==> src/design/hcf_pkg.sv <==
// ----------------------------------------------------------------------------
// hcf_pkg: shared definitions for the HSL color fader
// Constants, register indexes and sequencer states used by the fader
// and its port checker.
// ----------------------------------------------------------------------------
package hcf_pkg;

   // Pixel chain
   localparam int PIXEL_COUNT = 6;
   localparam int PIX_W       = (PIXEL_COUNT > 1) ? $clog2(PIXEL_COUNT) : 1;
   localparam logic [7:0] PIXEL_HALF = 8'(PIXEL_COUNT / 2);

   // Serial multiplier: 10-bit signed operand times 8-bit unsigned operand,
   // radix-4, one 2-bit digit per cycle, low 16 product bits kept
   localparam int OPA_W   = 10;
   localparam int OPB_W   = 8;
   localparam int PROD_W  = 16;
   localparam int DIGITS  = OPB_W / 2;
   localparam int CNT_W   = $clog2(DIGITS);

   // Register reset values
   localparam logic [7:0] FIRST_HUE_RST   = 8'd0;
   localparam logic [7:0] FIRST_SAT_RST   = 8'd255;
   localparam logic [7:0] FIRST_LIG_RST   = 8'd127;
   localparam logic [7:0] SECOND_RST      = 8'd0;
   localparam logic [7:0] HUE_STEP_RST    = 8'd0;

   // Fade position wraps when it reaches this value
   localparam logic [7:0] FADE_END = 8'd255;

   typedef enum logic [2:0] {
      REG_FIRST_HUE         = 3'd0,
      REG_FIRST_SATURATION  = 3'd1,
      REG_FIRST_LIGHTNESS   = 3'd2,
      REG_SECOND_HUE        = 3'd3,
      REG_SECOND_SATURATION = 3'd4,
      REG_SECOND_LIGHTNESS  = 3'd5,
      REG_PIXEL_HUE_STEP    = 3'd6
   } csr_index_type;

   typedef enum logic [7:0] {
      S_IDLE  = 8'b0000_0001,
      S_MUL_H = 8'b0000_0010,
      S_MUL_S = 8'b0000_0100,
      S_MUL_L = 8'b0000_1000,
      S_MUL_K = 8'b0001_0000,
      S_MUL_C = 8'b0010_0000,
      S_MUL_X = 8'b0100_0000,
      S_EMIT  = 8'b1000_0000
   } state_type;

endpackage

==> src/design/hsl_color_fader_pixels.sv <==
// ----------------------------------------------------------------------------
// hsl_color_fader_pixels: HSL color fader for a short RGB pixel chain
// Each render transfer advances the fade (or the hue drift) and produces one
// RGB transfer per pixel, computed by a fixed-point HSL to RGB conversion.
// ----------------------------------------------------------------------------
// Each accepted request with render = 1 produces hcf_pkg::PIXEL_COUNT response
// transfers in pixel order; render = 0 is taken without leaving idle and
// produces nothing. All products run through one shared radix-4 serial
// multiplier that retires one 2-bit digit per cycle. Each pixel needs two
// products (chroma, then mix term) plus an emit step that loads the output
// register. Single mode (all second-color registers zero) goes straight to
// the pixels; dual mode first adds four products for the hue, saturation and
// lightness blend and the hue spread offset. Downstream stall on the response
// channel holds the sequencer in its emit step, since only one finished pixel
// is buffered. The request side stalls from acceptance until the last pixel
// is loaded into the output register, so the next request may be taken while
// that last pixel still waits. Configuration writes are taken any time and
// belong only in idle periods.
// ----------------------------------------------------------------------------
module hsl_color_fader_pixels (
   input  logic       clock,
   input  logic       reset,
   // configuration
   input  logic       csr_write_enable,
   input  logic [2:0] csr_index,
   input  logic [7:0] csr_write_data,
   // request channel
   input  logic       req_valid,
   output logic       req_stall,
   input  logic       req_render,
   // response channel
   output logic       rsp_valid,
   input  logic       rsp_stall,
   output logic [2:0] rsp_pixel_index,
   output logic [7:0] rsp_red,
   output logic [7:0] rsp_green,
   output logic [7:0] rsp_blue,
   output logic       rsp_fade_phase,
   output logic       rsp_last
);

   // ---------------------------------------------------------------------
   // Configuration registers
   // ---------------------------------------------------------------------
   logic [7:0] first_hue_ff, first_hue_in;
   logic [7:0] first_sat_ff, first_sat_in;
   logic [7:0] first_lig_ff, first_lig_in;
   logic [7:0] second_hue_ff, second_hue_in;
   logic [7:0] second_sat_ff, second_sat_in;
   logic [7:0] second_lig_ff, second_lig_in;
   logic [7:0] hue_step_ff, hue_step_in;

   always_comb begin
      first_hue_in  = first_hue_ff;
      first_sat_in  = first_sat_ff;
      first_lig_in  = first_lig_ff;
      second_hue_in = second_hue_ff;
      second_sat_in = second_sat_ff;
      second_lig_in = second_lig_ff;
      hue_step_in   = hue_step_ff;
      if (csr_write_enable) begin
         // an index past the register list is dropped
         unique case (csr_index)
            hcf_pkg::REG_FIRST_HUE:         first_hue_in  = csr_write_data;
            hcf_pkg::REG_FIRST_SATURATION:  first_sat_in  = csr_write_data;
            hcf_pkg::REG_FIRST_LIGHTNESS:   first_lig_in  = csr_write_data;
            hcf_pkg::REG_SECOND_HUE:        second_hue_in = csr_write_data;
            hcf_pkg::REG_SECOND_SATURATION: second_sat_in = csr_write_data;
            hcf_pkg::REG_SECOND_LIGHTNESS:  second_lig_in = csr_write_data;
            hcf_pkg::REG_PIXEL_HUE_STEP:    hue_step_in   = csr_write_data;
            default: ;
         endcase
      end
   end

   // ---------------------------------------------------------------------
   // Sequencer and datapath registers
   // ---------------------------------------------------------------------
   hcf_pkg::state_type state_ff, state_in;
   logic [hcf_pkg::CNT_W-1:0]  cnt_ff, cnt_in;       // digit counter
   logic [hcf_pkg::PROD_W-1:0] acc_ff, acc_in;       // product accumulator
   logic [hcf_pkg::PIX_W-1:0]  idx_ff, idx_in;       // pixel counter

   // fader state
   logic [7:0] blend_pos_ff, blend_pos_in;
   logic       fade_dir_ff, fade_dir_in;
   logic [7:0] drift_ff, drift_in;

   // per-interval color and per-pixel working values
   logic [7:0] hue_ff, hue_in;     // blended base hue
   logic [7:0] sat_ff, sat_in;
   logic [7:0] lig_ff, lig_in;
   logic [7:0] hcur_ff, hcur_in;   // hue of the current pixel
   logic [7:0] c_ff, c_in;         // chroma
   logic [7:0] x_ff, x_in;         // mix term

   // output register
   logic       rsp_valid_ff, rsp_valid_in;
   logic [2:0] out_idx_ff, out_idx_in;
   logic [7:0] out_red_ff, out_red_in;
   logic [7:0] out_green_ff, out_green_in;
   logic [7:0] out_blue_ff, out_blue_in;
   logic       out_phase_ff, out_phase_in;
   logic       out_last_ff, out_last_in;

   // ---------------------------------------------------------------------
   // Dual mode blend operands: current color fades toward the target
   // ---------------------------------------------------------------------
   logic       single_mode;
   logic [7:0] cur_h, cur_s, cur_l, tgt_h, tgt_s, tgt_l;
   logic [9:0] wrap_raw;
   logic [7:0] wrap_mod;
   logic signed [hcf_pkg::OPA_W-1:0] dh, ds, dl, step_ext;

   assign single_mode = (second_hue_ff == 8'd0) && (second_sat_ff == 8'd0) &&
                        (second_lig_ff == 8'd0);

   always_comb begin
      if (fade_dir_ff) begin
         cur_h = first_hue_ff;  cur_s = first_sat_ff;  cur_l = first_lig_ff;
         tgt_h = second_hue_ff; tgt_s = second_sat_ff; tgt_l = second_lig_ff;
      end else begin
         cur_h = second_hue_ff; cur_s = second_sat_ff; cur_l = second_lig_ff;
         tgt_h = first_hue_ff;  tgt_s = first_sat_ff;  tgt_l = first_lig_ff;
      end
   end

   // shortest way around the wheel: (384 + tgt - cur) mod 255, minus 127;
   // the raw sum stays below three wheel lengths
   assign wrap_raw = 10'd384 + {2'b00, tgt_h} - {2'b00, cur_h};

   always_comb begin
      if (wrap_raw >= 10'd510) begin
         wrap_mod = 8'(wrap_raw - 10'd510);
      end else if (wrap_raw >= 10'd255) begin
         wrap_mod = 8'(wrap_raw - 10'd255);
      end else begin
         wrap_mod = wrap_raw[7:0];
      end
   end

   assign dh       = signed'({2'b00, wrap_mod} - 10'd127);
   assign ds       = signed'({2'b00, tgt_s} - {2'b00, cur_s});
   assign dl       = signed'({2'b00, tgt_l} - {2'b00, cur_l});
   assign step_ext = signed'({{2{hue_step_ff[7]}}, hue_step_ff});

   // ---------------------------------------------------------------------
   // HSL to RGB operands for the current pixel
   // ---------------------------------------------------------------------
   logic [10:0] hh;         // hue times six
   logic [2:0]  sextant;
   logic [8:0]  h1;
   logic [9:0]  two_l1;
   logic [9:0]  c_opa;
   logic [9:0]  x_opa;
   logic [7:0]  m_val;

   assign hh      = {1'b0, hcur_ff, 2'b00} + {2'b00, hcur_ff, 1'b0};
   assign sextant = hh[10:8];
   assign h1      = {1'b0, hh[7:0]} + 9'd1;
   assign two_l1  = {1'b0, lig_ff, 1'b0} + 10'd2;
   assign c_opa   = lig_ff[7] ? (10'd512 - two_l1) : two_l1;
   assign x_opa   = hh[8] ? (10'd256 - {1'b0, h1}) : {1'b0, h1};
   assign m_val   = lig_ff - {1'b0, c_ff[7:1]};

   // ---------------------------------------------------------------------
   // Shared serial multiplier, most significant digit first
   // ---------------------------------------------------------------------
   logic signed [hcf_pkg::OPA_W-1:0] opa;
   logic [hcf_pkg::OPB_W-1:0]        opb;
   logic [hcf_pkg::PROD_W-1:0]       opa_ext;
   logic [hcf_pkg::PROD_W-1:0]       partial;
   logic [hcf_pkg::PROD_W-1:0]       mul_sum;
   logic [1:0]                       digit;
   logic [7:0]                       mul_hi;
   logic                             last_digit;

   always_comb begin
      unique case (state_ff)
         hcf_pkg::S_MUL_H: begin opa = dh;              opb = blend_pos_ff;        end
         hcf_pkg::S_MUL_S: begin opa = ds;              opb = blend_pos_ff;        end
         hcf_pkg::S_MUL_L: begin opa = dl;              opb = blend_pos_ff;        end
         hcf_pkg::S_MUL_K: begin opa = step_ext;        opb = hcf_pkg::PIXEL_HALF; end
         hcf_pkg::S_MUL_C: begin opa = signed'(c_opa);  opb = sat_ff;              end
         hcf_pkg::S_MUL_X: begin opa = signed'(x_opa);  opb = c_ff;                end
         default:          begin opa = '0;              opb = '0;                  end
      endcase
   end

   assign digit   = 2'(opb >> {~cnt_ff, 1'b0});
   assign opa_ext = {{(hcf_pkg::PROD_W - hcf_pkg::OPA_W){opa[hcf_pkg::OPA_W-1]}}, opa};

   always_comb begin
      unique case (digit)
         2'd0:    partial = '0;
         2'd1:    partial = opa_ext;
         2'd2:    partial = opa_ext << 1;
         default: partial = opa_ext + (opa_ext << 1);
      endcase
   end

   assign mul_sum    = (acc_ff << 2) + partial;
   // bits 15:8 give floor(product / 256) modulo 256, also for negatives
   assign mul_hi     = mul_sum[15:8];
   assign last_digit = (cnt_ff == hcf_pkg::CNT_W'(hcf_pkg::DIGITS - 1));

   // ---------------------------------------------------------------------
   // Sequencer
   // ---------------------------------------------------------------------
   logic       out_free;
   logic       pix_last;
   logic [7:0] blend_pos_inc;
   logic [7:0] red_val, green_val, blue_val;

   assign out_free      = !rsp_valid_ff || !rsp_stall;
   assign pix_last      = (idx_ff == hcf_pkg::PIX_W'(hcf_pkg::PIXEL_COUNT - 1));
   assign blend_pos_inc = blend_pos_ff + 8'd1;

   // six sextants; lightness zero is black
   always_comb begin
      if (lig_ff == 8'd0) begin
         red_val = 8'd0; green_val = 8'd0; blue_val = 8'd0;
      end else begin
         unique case (sextant)
            3'd0: begin red_val = c_ff;  green_val = x_ff;  blue_val = 8'd0; end
            3'd1: begin red_val = x_ff;  green_val = c_ff;  blue_val = 8'd0; end
            3'd2: begin red_val = 8'd0;  green_val = c_ff;  blue_val = x_ff; end
            3'd3: begin red_val = 8'd0;  green_val = x_ff;  blue_val = c_ff; end
            3'd4: begin red_val = x_ff;  green_val = 8'd0;  blue_val = c_ff; end
            default: begin red_val = c_ff; green_val = 8'd0; blue_val = x_ff; end
         endcase
         red_val   = red_val + m_val;
         green_val = green_val + m_val;
         blue_val  = blue_val + m_val;
      end
   end

   always_comb begin
      state_in     = state_ff;
      cnt_in       = cnt_ff;
      acc_in       = acc_ff;
      idx_in       = idx_ff;
      blend_pos_in = blend_pos_ff;
      fade_dir_in  = fade_dir_ff;
      drift_in     = drift_ff;
      hue_in       = hue_ff;
      sat_in       = sat_ff;
      lig_in       = lig_ff;
      hcur_in      = hcur_ff;
      c_in         = c_ff;
      x_in         = x_ff;
      rsp_valid_in = rsp_valid_ff && rsp_stall;
      out_idx_in   = out_idx_ff;
      out_red_in   = out_red_ff;
      out_green_in = out_green_ff;
      out_blue_in  = out_blue_ff;
      out_phase_in = out_phase_ff;
      out_last_in  = out_last_ff;

      // every multiply state retires one digit a cycle
      if (state_ff != hcf_pkg::S_IDLE && state_ff != hcf_pkg::S_EMIT) begin
         if (last_digit) begin
            cnt_in = '0;
            acc_in = '0;
         end else begin
            cnt_in = cnt_ff + hcf_pkg::CNT_W'(1);
            acc_in = mul_sum;
         end
      end

      unique case (state_ff)
         hcf_pkg::S_IDLE: begin
            cnt_in = '0;
            acc_in = '0;
            idx_in = '0;
            if (req_valid && req_render) begin
               if (single_mode) begin
                  drift_in = drift_ff + 8'd1;
                  hcur_in  = first_hue_ff + drift_ff + 8'd1;
                  sat_in   = first_sat_ff;
                  lig_in   = first_lig_ff;
                  state_in = hcf_pkg::S_MUL_C;
               end else begin
                  state_in = hcf_pkg::S_MUL_H;
               end
            end
         end
         hcf_pkg::S_MUL_H: begin
            if (last_digit) begin
               hue_in   = cur_h + mul_hi;
               state_in = hcf_pkg::S_MUL_S;
            end
         end
         hcf_pkg::S_MUL_S: begin
            if (last_digit) begin
               sat_in   = cur_s + mul_hi;
               state_in = hcf_pkg::S_MUL_L;
            end
         end
         hcf_pkg::S_MUL_L: begin
            if (last_digit) begin
               lig_in   = cur_l + mul_hi;
               state_in = hcf_pkg::S_MUL_K;
            end
         end
         hcf_pkg::S_MUL_K: begin
            if (last_digit) begin
               // first pixel sits half the chain below the center hue
               hcur_in = hue_ff - mul_sum[7:0];
               if (blend_pos_inc == hcf_pkg::FADE_END) begin
                  blend_pos_in = 8'd0;
                  fade_dir_in  = !fade_dir_ff;
               end else begin
                  blend_pos_in = blend_pos_inc;
               end
               state_in = hcf_pkg::S_MUL_C;
            end
         end
         hcf_pkg::S_MUL_C: begin
            if (last_digit) begin
               c_in     = mul_hi;
               state_in = hcf_pkg::S_MUL_X;
            end
         end
         hcf_pkg::S_MUL_X: begin
            if (last_digit) begin
               x_in     = mul_hi;
               state_in = hcf_pkg::S_EMIT;
            end
         end
         hcf_pkg::S_EMIT: begin
            if (out_free) begin
               rsp_valid_in = 1'b1;
               out_idx_in   = 3'(idx_ff);
               out_red_in   = red_val;
               out_green_in = green_val;
               out_blue_in  = blue_val;
               out_phase_in = fade_dir_ff;
               out_last_in  = pix_last;
               if (pix_last) begin
                  state_in = hcf_pkg::S_IDLE;
               end else begin
                  idx_in   = idx_ff + hcf_pkg::PIX_W'(1);
                  hcur_in  = hcur_ff + hue_step_ff;
                  state_in = hcf_pkg::S_MUL_C;
               end
            end
         end
         default: state_in = hcf_pkg::S_IDLE;
      endcase
   end

   // ---------------------------------------------------------------------
   // Registers
   // ---------------------------------------------------------------------
   always_ff @(posedge clock) begin
      if (reset) begin
         first_hue_ff  <= hcf_pkg::FIRST_HUE_RST;
         first_sat_ff  <= hcf_pkg::FIRST_SAT_RST;
         first_lig_ff  <= hcf_pkg::FIRST_LIG_RST;
         second_hue_ff <= hcf_pkg::SECOND_RST;
         second_sat_ff <= hcf_pkg::SECOND_RST;
         second_lig_ff <= hcf_pkg::SECOND_RST;
         hue_step_ff   <= hcf_pkg::HUE_STEP_RST;
         state_ff      <= hcf_pkg::S_IDLE;
         cnt_ff        <= '0;
         acc_ff        <= '0;
         idx_ff        <= '0;
         blend_pos_ff  <= 8'd0;
         fade_dir_ff   <= 1'b1;
         drift_ff      <= 8'd0;
         rsp_valid_ff  <= 1'b0;
      end else begin
         first_hue_ff  <= first_hue_in;
         first_sat_ff  <= first_sat_in;
         first_lig_ff  <= first_lig_in;
         second_hue_ff <= second_hue_in;
         second_sat_ff <= second_sat_in;
         second_lig_ff <= second_lig_in;
         hue_step_ff   <= hue_step_in;
         state_ff      <= state_in;
         cnt_ff        <= cnt_in;
         acc_ff        <= acc_in;
         idx_ff        <= idx_in;
         blend_pos_ff  <= blend_pos_in;
         fade_dir_ff   <= fade_dir_in;
         drift_ff      <= drift_in;
         rsp_valid_ff  <= rsp_valid_in;
      end
   end

   // payload, no reset needed
   always_ff @(posedge clock) begin
      hue_ff       <= hue_in;
      sat_ff       <= sat_in;
      lig_ff       <= lig_in;
      hcur_ff      <= hcur_in;
      c_ff         <= c_in;
      x_ff         <= x_in;
      out_idx_ff   <= out_idx_in;
      out_red_ff   <= out_red_in;
      out_green_ff <= out_green_in;
      out_blue_ff  <= out_blue_in;
      out_phase_ff <= out_phase_in;
      out_last_ff  <= out_last_in;
   end

   // ---------------------------------------------------------------------
   // Ports
   // ---------------------------------------------------------------------
   assign req_stall       = (state_ff != hcf_pkg::S_IDLE);
   assign rsp_valid       = rsp_valid_ff;
   assign rsp_pixel_index = out_idx_ff;
   assign rsp_red         = out_red_ff;
   assign rsp_green       = out_green_ff;
   assign rsp_blue        = out_blue_ff;
   assign rsp_fade_phase  = out_phase_ff;
   assign rsp_last        = out_last_ff;

endmodule

==> config.mk <==
export PLATFORM = sky130hd
export DESIGN_NAME = hsl_color_fader_pixels
export DESIGN_NICKNAME = d
export VERILOG_FILES = /design/src/design/hcf_pkg.sv /design/src/design/hsl_color_fader_pixels.sv
export SDC_FILE = /design/constraint.sdc
export NUM_CORES = 1
export LEC_CHECK = 0
export BUFFER_PORTS_ARGS = -buffer_cell sky130_fd_sc_hd__buf_2
export CORE_ASPECT_RATIO = 0.75
export CORE_MARGIN = 4
export CORE_UTILIZATION = 35
export DETAILED_ROUTE_END_ITERATION = 10
export SYNTH_ARGS = -nofsm -noshare
export SYNTH_HDL_FRONTEND = slang
export SYNTH_SLANG_ARGS = --single-unit
==> constraint.sdc <==
create_clock -name clock -period 14.3 [get_ports clock]
set_clock_uncertainty 0.2 [all_clocks]
set_input_delay 1.43 -clock clock [delete_from_list [all_inputs] [get_ports clock]]
set_output_delay 1.43 -clock clock [all_outputs]
set_load 0.01 [all_outputs]
======== Yosys cells after proc, flatten, opt, wreduce, memory -nomap -nowiden ========
Index checks and enable logic that the tools add are counted.
cells by class
  order comparisons ....................... 2
  shift-type cells ........................ 1
  add/subtract/negate cells ............... 29
  reduce and logical (&&, ||, !) cells .... 47
  eq/ne operators ......................... 35
  multipliers ............................. 0
  divide/modulo/power cells ............... 0
  bitwise operators ....................... 1
  mux-type cells .......................... 52
operators with widths
  operator                                                          count
  8-bit two-way mux                                                 31
  8-bit case mux with 2 select lines                                5
  8-bit adder                                                       8
  8-bit case mux with 8 select lines                                1
  10-bit case mux with 6 select lines                               1
  16-bit case mux with 3 select lines                               1
  8-bit logical NOT                                                 4
  8-bit case mux with 4 select lines                                1
  8-bit by 1-bit adder with 8-bit output (second input constant)    3
  8-bit case mux with 3 select lines                                1
  2-bit AND reduction                                               12
  10-bit two-way mux                                                2
  2-bit != test (second input constant)                             10
  8-bit by 8-bit subtractor with 9-bit output                       2
  16-bit adder                                                      1
  8-bit == test (second input constant)                             2
  8-bit subtractor (second input constant)                          2
  3-bit == test (second input constant)                             5
  14-bit two-way mux                                                1
  2-bit OR reduction                                                7
  10-bit by 11-bit adder with 12-bit output                         1
  3-bit by 2-bit == test with 1-bit output (second input constant)  4
  6-bit two-way mux                                                 2
  10-bit by 9-bit adder with 11-bit output                          1
  other kinds (43)                                                  59
storage, ports and cells
  bits in read-only memories .............. 0
  memories ................................ 0
  flip-flop bits (word level) ............. 178
  RAM bits ................................ 0
  input bits .............................. 17
  output and inout bits ................... 31
  latch bits .............................. 0
  word-level logic and storage cells ...... 194

======== Longest topological paths before layout ========
Gate-level depths: netlist of the first run.
  word-level depth ........................ 14
  depth in mapped cells ................... 50
  depth with buffers taken out ............ 46

======== Worst setup path after synthesis of the first run ========
Ideal clock, no wire load.
  kind .................................... flip-flop to flip-flop
  start ................................... reg fade_dir_ff
  end ..................................... reg lig_ff[7], data pin
  cell stages (with the launch flop) ...... 44
  period minus slack after synthesis ...... 10.475 ns
  setup time .............................. 0.260 ns
  arrival ................................. 10.015 ns
  required time ........................... 13.840 ns
  path slack .............................. 3.825 ns
  path buffers ............................ 4
  cells stage by stage .................... dfxtp_1 -> clkbuf_1 -> clkbuf_1 -> buf_1 -> mux2i_1 -> ha_1 -> ha_1 -> fa_1 -> a211oi_2 -> o22ai_1 -> or4b_1 -> buf_2 -> or4_4 -> and3_1 -> a221oi_4 -> xnor2_1 -> nor2_1 -> a211oi_1 -> [... 8 more ...] -> nor2b_1 -> o21ai_0 -> a31o_2 -> ha_1 -> inv_1 -> o31ai_1 -> xor2_1 -> ha_1 -> a21o_1 -> a21o_1 -> a21o_1 -> a21oi_1 -> o21bai_1 -> a21oi_1 -> xnor2_1 -> xnor2_1 -> xnor3_1 -> mux2_2
on the way
  word-level cells in the longest chain between the ends .. 14
  elaborated cells between the ends (all ways) .. 24
  those cells by class .................... 10 x add/sub; 2 x order compare; 12 x mux
RTL lines
  element                                                                                            RTL line                                                      RTL
  start, declared                                                                                    hsl_color_fader_pixels.sv:86                                  logic fade_dir_ff, fade_dir_in;
  start signal, assigned                                                                             hsl_color_fader_pixels.sv:386                                 fade_dir_ff <= fade_dir_in;
  8-bit two-way mux                                                                                  hsl_color_fader_pixels.sv:119                                 if (fade_dir_ff) begin
  9-bit by 8-bit adder with 10-bit output                                                            hsl_color_fader_pixels.sv:130                                 assign wrap_raw = 10'd384 + {2'b00, tgt_h} - {2'b00, cur_h};
  10-bit by 8-bit subtractor with 10-bit output                                                      hsl_color_fader_pixels.sv:130
  8-bit subtractor or 10-bit by 8-bit greater-or-equal comparator with 1-bit output (tied branches)  hsl_color_fader_pixels.sv:136, hsl_color_fader_pixels.sv:135
  8-bit two-way mux                                                                                  hsl_color_fader_pixels.sv:135                                 end else if (wrap_raw >= 10'd255) begin
  8-bit two-way mux                                                                                  hsl_color_fader_pixels.sv:133                                 if (wrap_raw >= 10'd510) begin
  8-bit by 7-bit subtractor with 9-bit output                                                        hsl_color_fader_pixels.sv:142                                 assign dh = signed'({2'b00, wrap_mod} - 10'd127);
  10-bit case mux with 6 select lines (*)                                                            hsl_color_fader_pixels.sv:179                                 unique case (state_ff)
  10-bit by 11-bit adder with 12-bit output                                                          hsl_color_fader_pixels.sv:198                                 default: partial = opa_ext + (opa_ext << 1);
  16-bit case mux with 3 select lines (*)                                                            hsl_color_fader_pixels.sv:194                                 unique case (digit)
  16-bit adder (*)                                                                                   hsl_color_fader_pixels.sv:202                                 assign mul_sum = (acc_ff << 2) + partial;
  net mul_sum, one bit                                                                               hsl_color_fader_pixels.sv:173                                 logic [hcf_pkg::PROD_W-1:0] mul_sum;
  8-bit adder (*)                                                                                    hsl_color_fader_pixels.sv:302                                 lig_in = cur_l + mul_hi;
  8-bit two-way mux (*)                                                                              hsl_color_fader_pixels.sv:301                                 if (last_digit) begin
  8-bit case mux with 2 select lines (*)                                                             hsl_color_fader_pixels.sv:271                                 unique case (state_ff)
  net lig_in[7]                                                                                      hsl_color_fader_pixels.sv:92                                  logic [7:0] lig_ff, lig_in;
  end signal, assigned                                                                               hsl_color_fader_pixels.sv:396                                 lig_ff <= lig_in;
  end, declared                                                                                      hsl_color_fader_pixels.sv:92
Mark *: on every way through the listed nets, which the timed path passes. The rest lies on a longest branch. The select of a mux whose other input is x is not followed.
A chain may end at the register's enable or synchronous reset.

======== Final worst setup path of the first run ========
Same ends and word-level chain as after synthesis.

==> results.json, run 1 <==
{
  "status": "complete, no violations",
  "place.gp.congestion": 0.915,
  "path_clk_slew_ps": 70,
  "min_period_ps": 11490,
  "firstDrtPassIters": 7,
  "drc": 0,
  "hold_start": "idx_ff[2]",
  "syn-num-nets": 1824,
  "grt_setup_unrepaired": "false",
  "routed_wl_mm": 40.6,
  "htree_levels": 4,
  "yosysWarnings": 0,
  "design.portCount": 48,
  "die_h_microns": 183,
  "grt.total_usage": 0.186,
  "ys_ff_latch": 178,
  "dieWidth_microns": 241,
  "final_layout_size_suffix_gt1_frac": 0.0858,
  "grt_pass1_vias": 11500,
  "start_util": 0.357,
  "holdCritPathClass": "flip-flop to flip-flop",
  "antenna_left": 0,
  "power_density_mw_per_mm2": 204,
  "hold_depth": 0,
  "cts_sinks": 178,
  "clk_path_buf_depth": 2,
  "totalPowerFinal_mw": 3.19,
  "placementRows": 63,
  "worstReg2RegStart": "fade_dir_ff",
  "dp_hpwl_mm": 31.8,
  "period_share": 0.804,
  "synth_area_sq_mm": 0.0142,
  "crit_type": "flip-flop to flip-flop",
  "port_buffers": 47,
  "hold_ws_ps": 277,
  "vias_per_cell": 5.47,
  "cp-end-kind": "flip-flop",
  "cpMaxStageDelayCell": "xnor2_1",
  "antenna_found_initial": 0,
  "numCtsBuffers": 17,
  "rr_worst_depth": 42,
  "grt_start_max_net_pins": 79,
  "die_area_sq_mm": 0.0439,
  "root_buffer": "clkbuf_16",
  "cp_data_arrival_time_ps": 11510,
  "synth_flop_cell": "dfxtp_1",
  "syn_area_per_cell_sq_um": 8.63,
  "critical_path_buf_inv_count": 3,
  "setup-tns-final_ps": 0,
  "worst_pin_slew_ps": 1110,
  "vias": 12100,
  "r2r_end": "lig_ff[7]",
  "async_flop_share": 0,
  "wire_per_inst_microns": 18.4,
  "p_leak_nw": 6.81,
  "num_antenna_cells": 0,
  "nets": 1854,
  "hold_end": "rsp_pixel_index[2]",
  "synth-edff-count": 77,
  "cts_setup_buffers": 0,
  "postCtsHoldBufs": 0,
  "placed_cell_area_sq_mm": 0.0151,
  "first_iter_violations": 1031,
  "insertion_delay_ps": 470,
  "finalMaxSlewViolations": 0,
  "grt_pass1_wl_mm": 64.2,
  "ir_worst_vdd_v": 0.000180,
  "r2r_slack_ps": 2810,
  "max_cap_viol_count": 0,
  "area_growth_syn_to_layout_pct": 9.90,
  "synth_seq_area_share": 0.305,
  "grt_overflow_total": 0,
  "finalSetupViolations": 0,
  "cp_max_fo": 51,
  "cts_tree": "yes",
  "clock.fmax_ghz": 0.0870,
  "start_kind": "flip-flop",
  "slew_headroom": 0.257,
  "hold_viol_final": 0,
  "fin_area_sq_mm": 0.0156,
  "syn-instance-count": 1646,
  "synthDistinctLibCells": 76,
  "worstPathRequired_ps": 14320,
  "crit_family": "compound AO/OA/AOI/OAI gates",
  "cts.repair.resized": 0,
  "slowest_delay_ps": 870,
  "core_sq_mm": 0.0398
}
sequential cells by signal, summed over array words and instances, names as in the netlist, 2 cells and up:
name,count
acc_ff,14
blend_pos_ff,8
c_ff,8
drift_ff,8
first_hue_ff,8
first_lig_ff,8
first_sat_ff,8
hcur_ff,8
hue_ff,8
hue_step_ff,8
lig_ff,8
rsp_blue,8
rsp_green,8
rsp_red,8
sat_ff,8
second_hue_ff,8
second_lig_ff,8
second_sat_ff,8
state_ff,8
x_ff,8
idx_ff,3
rsp_pixel_index,3
cnt_ff,2
synthesized netlist by cell type, drive strengths merged, types with 5 or more instances:
cell / instances / area [sq um]
nand3b: 17 / 128
nand2b: 21 / 131
or3: 10 / 62.6
xnor2: 91 / 805
a22o: 10 / 87.6
fa: 16 / 320
nand4b: 8 / 70.1
ha: 145 / 1810
a31oi: 7 / 43.8
edfxtp: 77 / 2310
mux2i: 32 / 320
o211ai: 17 / 128
a21oi: 141 / 706
nor3: 20 / 100
and2: 11 / 70.1
and3: 5 / 31.3
a22oi: 18 / 135
a221oi: 5 / 61.3
nor2: 137 / 514
nand2: 226 / 848
xor2: 46 / 403
a21o: 43 / 323
buf: 8 / 32.5
o21bai: 19 / 143
inv: 100 / 375
a21boi: 9 / 67.6
nor2b: 26 / 163
nor4: 15 / 106
mux2: 29 / 327
nand3: 13 / 65.1
o21ai: 75 / 375
a211oi: 10 / 85.1
and4b: 5 / 50.1
dfxtp: 101 / 2020
a221o: 6 / 60.1
o21a: 13 / 97.6
nand4: 15 / 93.8
o31ai: 10 / 75.1
clkbuf: 46 / 173
cell type report:
class | count | area (sq um)
flip-flops and latches | 178 | 4340
clock buffers | 19 | 433
multi-input cells | 1313 | 9330
repair buffers | 65 | 370
well taps | 520 | 651
clock inverters | 13 | 125
inverters | 101 | 379
fillers | 3997 | 24200
logic make-up (layout without fill, tap and decap cells):
logic type	count (synthesis)	count (layout)	synth area share
AND/OR/NAND/NOR	538	538	0.176
AO/OA/AOI/OAI	411	411	0.189
flip-flops	178	178	0.305
adder cells (fa/ha/maj)	161	161	0.150
buffers and inverters	155	198	0.0411
XOR/XNOR	142	142	0.0930
multiplexers	61	61	0.0455
where the power goes:
group,switching (mW),internal (mW)
combinational,1.16,0.849
clock,0.222,0.244
sequential,0.0474,0.669
total,1.43,1.76
per-stage QoR:
| step | utilization | instances | worst slack, ps |
|---|---|---|---|
| floorplan | - | 1646 | 3830 |
| global placement | 0.378 | 2177 | 3450 |
| detailed placement | 0.378 | 2177 | 2980 |
| CTS | 0.392 | 2209 | 2930 |
| global route | 0.392 | 2209 | 1980 |
| finish | 0.392 | 2209 | 2810 |
routing by layer:
metal	up-vias	GRT usage	share of wire
met5	-	0	0
met4	0	0.0489	0.018
met3	45	0.0358	0.066
met2	337	0.282	0.43
met1	5780	0.272	0.49
li1	5920	-	-
placed cells by master, fill, tap and decap left out, drive strengths merged, types with 17 or more instances in the layout:
| cell type | instances |
|---|---|
| nand2 | 226 |
| ha | 145 |
| a21oi | 141 |
| nor2 | 137 |
| inv | 106 |
| dfxtp | 101 |
| xnor2 | 91 |
| edfxtp | 77 |
| o21ai | 75 |
| buf | 65 |
| xor2 | 46 |
| a21o | 43 |
| mux2i | 32 |
| mux2 | 29 |
| nor2b | 26 |
| nand2b | 21 |
| nor3 | 20 |
| o21bai | 19 |
| clkbuf | 19 |
| a22oi | 18 |
| nand3b | 17 |
| o211ai | 17 |
worst max path at each step:
stage	startpoint	end	slack [ps]	depth (start not counted)
floorplan	fade_dir_ff	lig_ff[7]	3830	43
global placement	fade_dir_ff	lig_ff[7]	3450	40
detailed placement	fade_dir_ff	lig_ff[7]	2980	42
CTS	fade_dir_ff	lig_ff[7]	2930	42
global route	fade_dir_ff	lig_ff[7]	1980	42
finish	fade_dir_ff	lig_ff[7]	2810	42
No activity file was read; power rests on OpenSTA's default activity.
==> run 2, diff against run 1 <==
- clock period: 14.3 -> 9.3 ns (I/O delays scaled with it)
==> results.json, run 2 (synthesis gave the netlist of run 1 again) <==
{
  "status": "complete, no violations",
  "numCtsBuffers": 17,
  "crit_type": "flip-flop to flip-flop",
  "cp_data_arrival_time_ps": 9200,
  "power_density_mw_per_mm2": 293,
  "dieWidth_microns": 241,
  "core_sq_mm": 0.0398,
  "multi_input_area_sq_mm": 0.00986,
  "worst_pin_slew_ps": 1150,
  "slowest_delay_ps": 550,
  "grt_start_max_net_pins": 79,
  "vias_per_cell": 5.42,
  "routed_wl_mm": 43.7,
  "r2r_end": "lig_ff[7]",
  "hold_ws_ps": 286,
  "worstReg2RegStart": "fade_dir_ff",
  "insertion_delay_ps": 460,
  "top_register": "acc_ff",
  "cpMaxStageDelayCell": "or4b_4",
  "root_buffer": "clkbuf_16",
  "largest_reg_flops": 14,
  "setup.worst_path.end": "lig_ff[7]",
  "postCtsHoldBufs": 0,
  "die_area_sq_mm": 0.0439,
  "area_growth_syn_to_layout_pct": 20.5,
  "clock.fmax_ghz": 0.109,
  "rr_worst_depth": 42,
  "grt_overflow_total": 0,
  "grt_pass1_vias": 12200,
  "nets": 1972,
  "p_leak_nw": 7.48,
  "path_clk_slew_ps": 80,
  "final_layout_size_suffix_gt1_frac": 0.194,
  "r2r_slack_ps": 100,
  "worstPathRequired_ps": 9300,
  "seqCellArea_sq_mm": 0.00434,
  "period_share": 0.989,
  "grt_pass1_wl_mm": 68.1,
  "wire_per_inst_microns": 18.8,
  "design.portCount": 48,
  "dp_hpwl_mm": 33.9,
  "finalSetupViolations": 0,
  "firstDrtPassIters": 5,
  "grt_setup_unrepaired": "true",
  "place.gp.congestion": 0.950,
  "drc": 0,
  "cp_max_fo": 7,
  "port_buffers": 47,
  "antenna_left": 0,
  "antenna_found_initial": 0,
  "hold_viol_final": 0,
  "start_kind": "flip-flop",
  "min_period_ps": 9200,
  "htree_levels": 4,
  "holdCritPathClass": "flip-flop to flip-flop",
  "n_fill_cell": 3818,
  "max_cap_viol_count": 0,
  "finalMaxSlewViolations": 0,
  "placementRows": 63,
  "ir_worst_vdd_v": 0.000231,
  "final_common_cell": "nand2_1",
  "finish.utilization": 0.430,
  "slew_headroom": 0.235,
  "cp-startpoint": "fade_dir_ff",
  "cts_tree": "yes",
  "start_util": 0.357,
  "vias": 12600,
  "mostFrequentLayoutCells": "226 x nand2_1, 134 x nor2_1, 130 x a21oi_1, 128 x buf_4, 125 x ha_1",
  "grt.total_usage": 0.197,
  "die_h_microns": 183,
  "cp-end-kind": "flip-flop",
  "first_iter_violations": 1166,
  "setup-tns-final_ps": 0,
  "clk_path_buf_depth": 2,
  "cts_sinks": 178
}
run 2: changes by cell type in the layout (fill, tap and decap cells not counted), sizes merged:
cell      change
clkinv        -3
clkinvlp      +1
bufinv        +1
buf         +118
diode         +1
inv           +2
clkbuf        -1
run 2: worst min-delay path by stage:
stage	from	to	slack, ps	depth (start not counted)
6_report	idx_ff[1]	rsp_pixel_index[1]	290	0
5_1_grt	idx_ff[1]	rsp_pixel_index[1]	320	0
4_1_cts	idx_ff[1]	rsp_pixel_index[1]	290	0
3_5_place_dp	idx_ff[2]	rsp_pixel_index[2]	270	0
3_3_place_gp	idx_ff[2]	rsp_pixel_index[2]	270	0
2_1_floorplan	fade_dir_ff	rsp_fade_phase	220	0
run 2: report_power, final:
part           internal (mW)  switching (mW)  leakage [nW]
registers               1.03          0.0741          1.50
logic                   1.34            1.80          5.69
clock network          0.406           0.364         0.292
run 2: final cells by class:
type	count	area share
Tap cell	520	0.0380
Sequential cell	178	0.253
Antenna cell	1	0.000146
Multi-Input combinational cell	1313	0.576
Inverter	101	0.0223
Timing Repair Buffer	183	0.0758
Clock inverter	14	0.00979
Clock buffer	18	0.0251
run 2: what timing repair did:
action,4_1_cts,5_1_grt
endpoints found under the setup margin,5,7
pin swaps,27,76
resized for setup,35,79
setup buffers,11,15
run 2: critical path: cells and delay by family, from the launching register on:
kind                       cells  cell delay, ps
buffers and inverters          5             400
adders and majority gates      8            2260
muxes                          2             470
DFF                            1             430
and+or+nand+nor                3            1250
xor gates and xnor gates       5            1060
AOI/OAI and AO/OA             19            2850
run 2: stage by stage:
step / setup WS, ps / cells / area [sq um] / total power [mW]
final: 99.4 / 2328 / 17100 / 5.01
after global routing: -341 / 2327 / 17100 / 5.42
after CTS: 12.1 / 2313 / 16600 / 4.97
after detailed placement: -457 / 2270 / 15800 / 4.17
after global placement: -320 / 2270 / 15800 / 4.13
after floorplan: 0.263 / 1646 / 14300 / 3.42
run 2: per-layer routing:
metal  vias to the layer above  wire (microns)  global-route usage
li1                       6140               -                   -
met1                      6078           21000               0.287
met2                       367           19100               0.302
met3                        41            3060              0.0438
met4                         0             618              0.0381
met5                         -               0                   0
==> run 3, diff against run 2 <==
- CORE_MARGIN: 4 -> 8
==> results.json, run 3 (synthesis gave the netlist of run 1 again) <==
{
  "numCtsBuffers": 17,
  "hold_start": "hue_step_ff[4]",
  "finalMaxSlewViolations": 0,
  "holdCritPathClass": "flip-flop to flip-flop",
  "root_buffer": "clkbuf_16",
  "final_common_cell": "nand2_1",
  "grt_start_max_net_pins": 79,
  "p_leak_nw": 7.54,
  "cp-end-kind": "flip-flop",
  "start_kind": "flip-flop",
  "finish.utilization": 0.427,
  "grt_setup_unrepaired": "true",
  "cpMaxStageDelayCell": "or4b_4",
  "num_antenna_cells": 0,
  "postCtsHoldBufs": 0,
  "min_period_ps": 9260,
  "max_cap_viol_count": 0,
  "dp_hpwl_mm": 33.7,
  "r2r_end": "lig_ff[7]",
  "finalSetupViolations": 0,
  "status": "complete, no violations",
  "wire_per_inst_microns": 18.3,
  "worst_pin_slew_ps": 965,
  "largest_reg_flops": 14,
  "grt_pass1_wl_mm": 66.7,
  "design.portCount": 48,
  "placed_cell_area_sq_mm": 0.0161,
  "cts_tree": "yes",
  "cts_sinks": 178,
  "insertion_delay_ps": 450,
  "first_iter_violations": 1169,
  "slew_headroom": 0.357,
  "die_area_sq_mm": 0.0474,
  "clock.fmax_ghz": 0.108,
  "place.gp.congestion": 0.929,
  "htree_levels": 4,
  "period_share": 0.996,
  "antenna_left": 0,
  "grt.total_usage": 0.177,
  "dieWidth_microns": 249,
  "port_buffers": 47,
  "firstDrtPassIters": 6,
  "hold_viol_final": 0,
  "area_growth_syn_to_layout_pct": 21.6,
  "final_layout_size_suffix_gt1_frac": 0.199,
  "worstReg2RegStart": "fade_dir_ff",
  "hold_depth": 2,
  "vias": 12600,
  "fin_area_sq_mm": 0.0173,
  "drc": 0,
  "clk_path_buf_depth": 2,
  "top_register": "acc_ff",
  "grt_overflow_total": 0,
  "placementRows": 64,
  "cp_max_fo": 6,
  "rr_worst_depth": 40,
  "crit_type": "flip-flop to flip-flop",
  "mostFrequentLayoutCells": "225 x nand2_1, 148 x buf_4, 133 x nor2_1, 127 x a21oi_1, 124 x ha_1",
  "hold_end": "hue_step_ff[4]",
  "cp_data_arrival_time_ps": 9260,
  "ir_worst_vdd_v": 0.000279,
  "start_util": 0.351,
  "worstPathRequired_ps": 9300,
  "routed_wl_mm": 43.2,
  "core_sq_mm": 0.0404,
  "slowest_delay_ps": 550,
  "power_density_mw_per_mm2": 288,
  "die_h_microns": 191,
  "antenna_found_initial": 0,
  "vias_per_cell": 5.35,
  "r2r_slack_ps": 40,
  "path_clk_slew_ps": 70,
  "nets": 1993,
  "grt_pass1_vias": 12000
}
==> run 3: cell count changes in the layout (fill, tap and decap cells not counted), moves of 3 or more <==
cell | previous run | this run
mux2i_1 | 30 | 27
a21oi_1 | 130 | 127
o21ai_2 | 9 | 6
inv_1 | 90 | 95
a21oi_2 | 9 | 12
inv_6 | 7 | 4
mux2i_2 | 0 | 3
o21ai_0 | 59 | 62
inv_2 | 9 | 5
buf_4 | 128 | 148
inv_8 | 1 | 5
==> run 3: final cells by class <==
| class | instances | area, sq um |
|---|---|---|
| multi-input cells | 1313 | 9860 |
| fillers | 3881 | 23200 |
| repair buffers | 204 | 1450 |
| clock inverters | 13 | 128 |
| flip-flops and latches | 178 | 4340 |
| well taps | 528 | 661 |
| clock buffers | 19 | 464 |
| inverters | 101 | 379 |
==> run 3: layer usage <==
layer	routed length [microns]	GRT usage
met1	20500	0.251
met2	18800	0.275
met3	3310	0.0388
met4	597	0.0362
met5	0	0
==> run 3: worst max path at each step <==
stage	start	endpoint	cells after the start
final	fade_dir_ff	lig_ff[7]	40
after global routing	fade_dir_ff	sat_ff[7]	42
after CTS	fade_dir_ff	lig_ff[7]	42
after floorplan	fade_dir_ff	lig_ff[7]	45
after detailed placement	fade_dir_ff	lig_ff[7]	44
after global placement	fade_dir_ff	lig_ff[7]	42
==> run 3: critical path: cells and delay by family, from the launching register on <==
kind	cells	cell delay, ps
XOR/XNOR	5	1100
AND/OR/NAND/NOR	3	1240
flip-flops	1	400
adder cells (fa/ha/maj)	8	2380
buffers and inverters	3	250
AO/OA/AOI/OAI	19	2890
multiplexers	2	570
==> run 3: per-stage QoR <==
step | hold slack [ps] | power, mW | TNS, ps | std cells | setup slack [ps]
3_5_place_dp | 288 | 4.18 | -1270 | 2305 | -510
5_1_grt | 319 | 5.44 | -763 | 2356 | -349
3_3_place_gp | 279 | 4.13 | -696 | 2305 | -344
4_1_cts | 298 | 4.95 | -16.8 | 2348 | -16.8
6_report | 295 | 4.98 | 0 | 2356 | 39.8
2_1_floorplan | 224 | 3.42 | 0 | 1646 | 0.263
==> run 3: timing repair <==
item | 4_1_cts | 5_1_grt
pin swaps | 40 | 48
setup buffers | 11 | 9
endpoints found under the setup margin | 5 | 7
gates resized for setup | 50 | 52
==> run 3: where the power goes <==
| group | internal (mW) | switching (mW) | total [mW] |
|---|---|---|---|
| sequential | 1.03 | 0.0744 | 1.10 |
| combinational | 1.35 | 1.78 | 3.13 |
| clock | 0.380 | 0.366 | 0.746 |
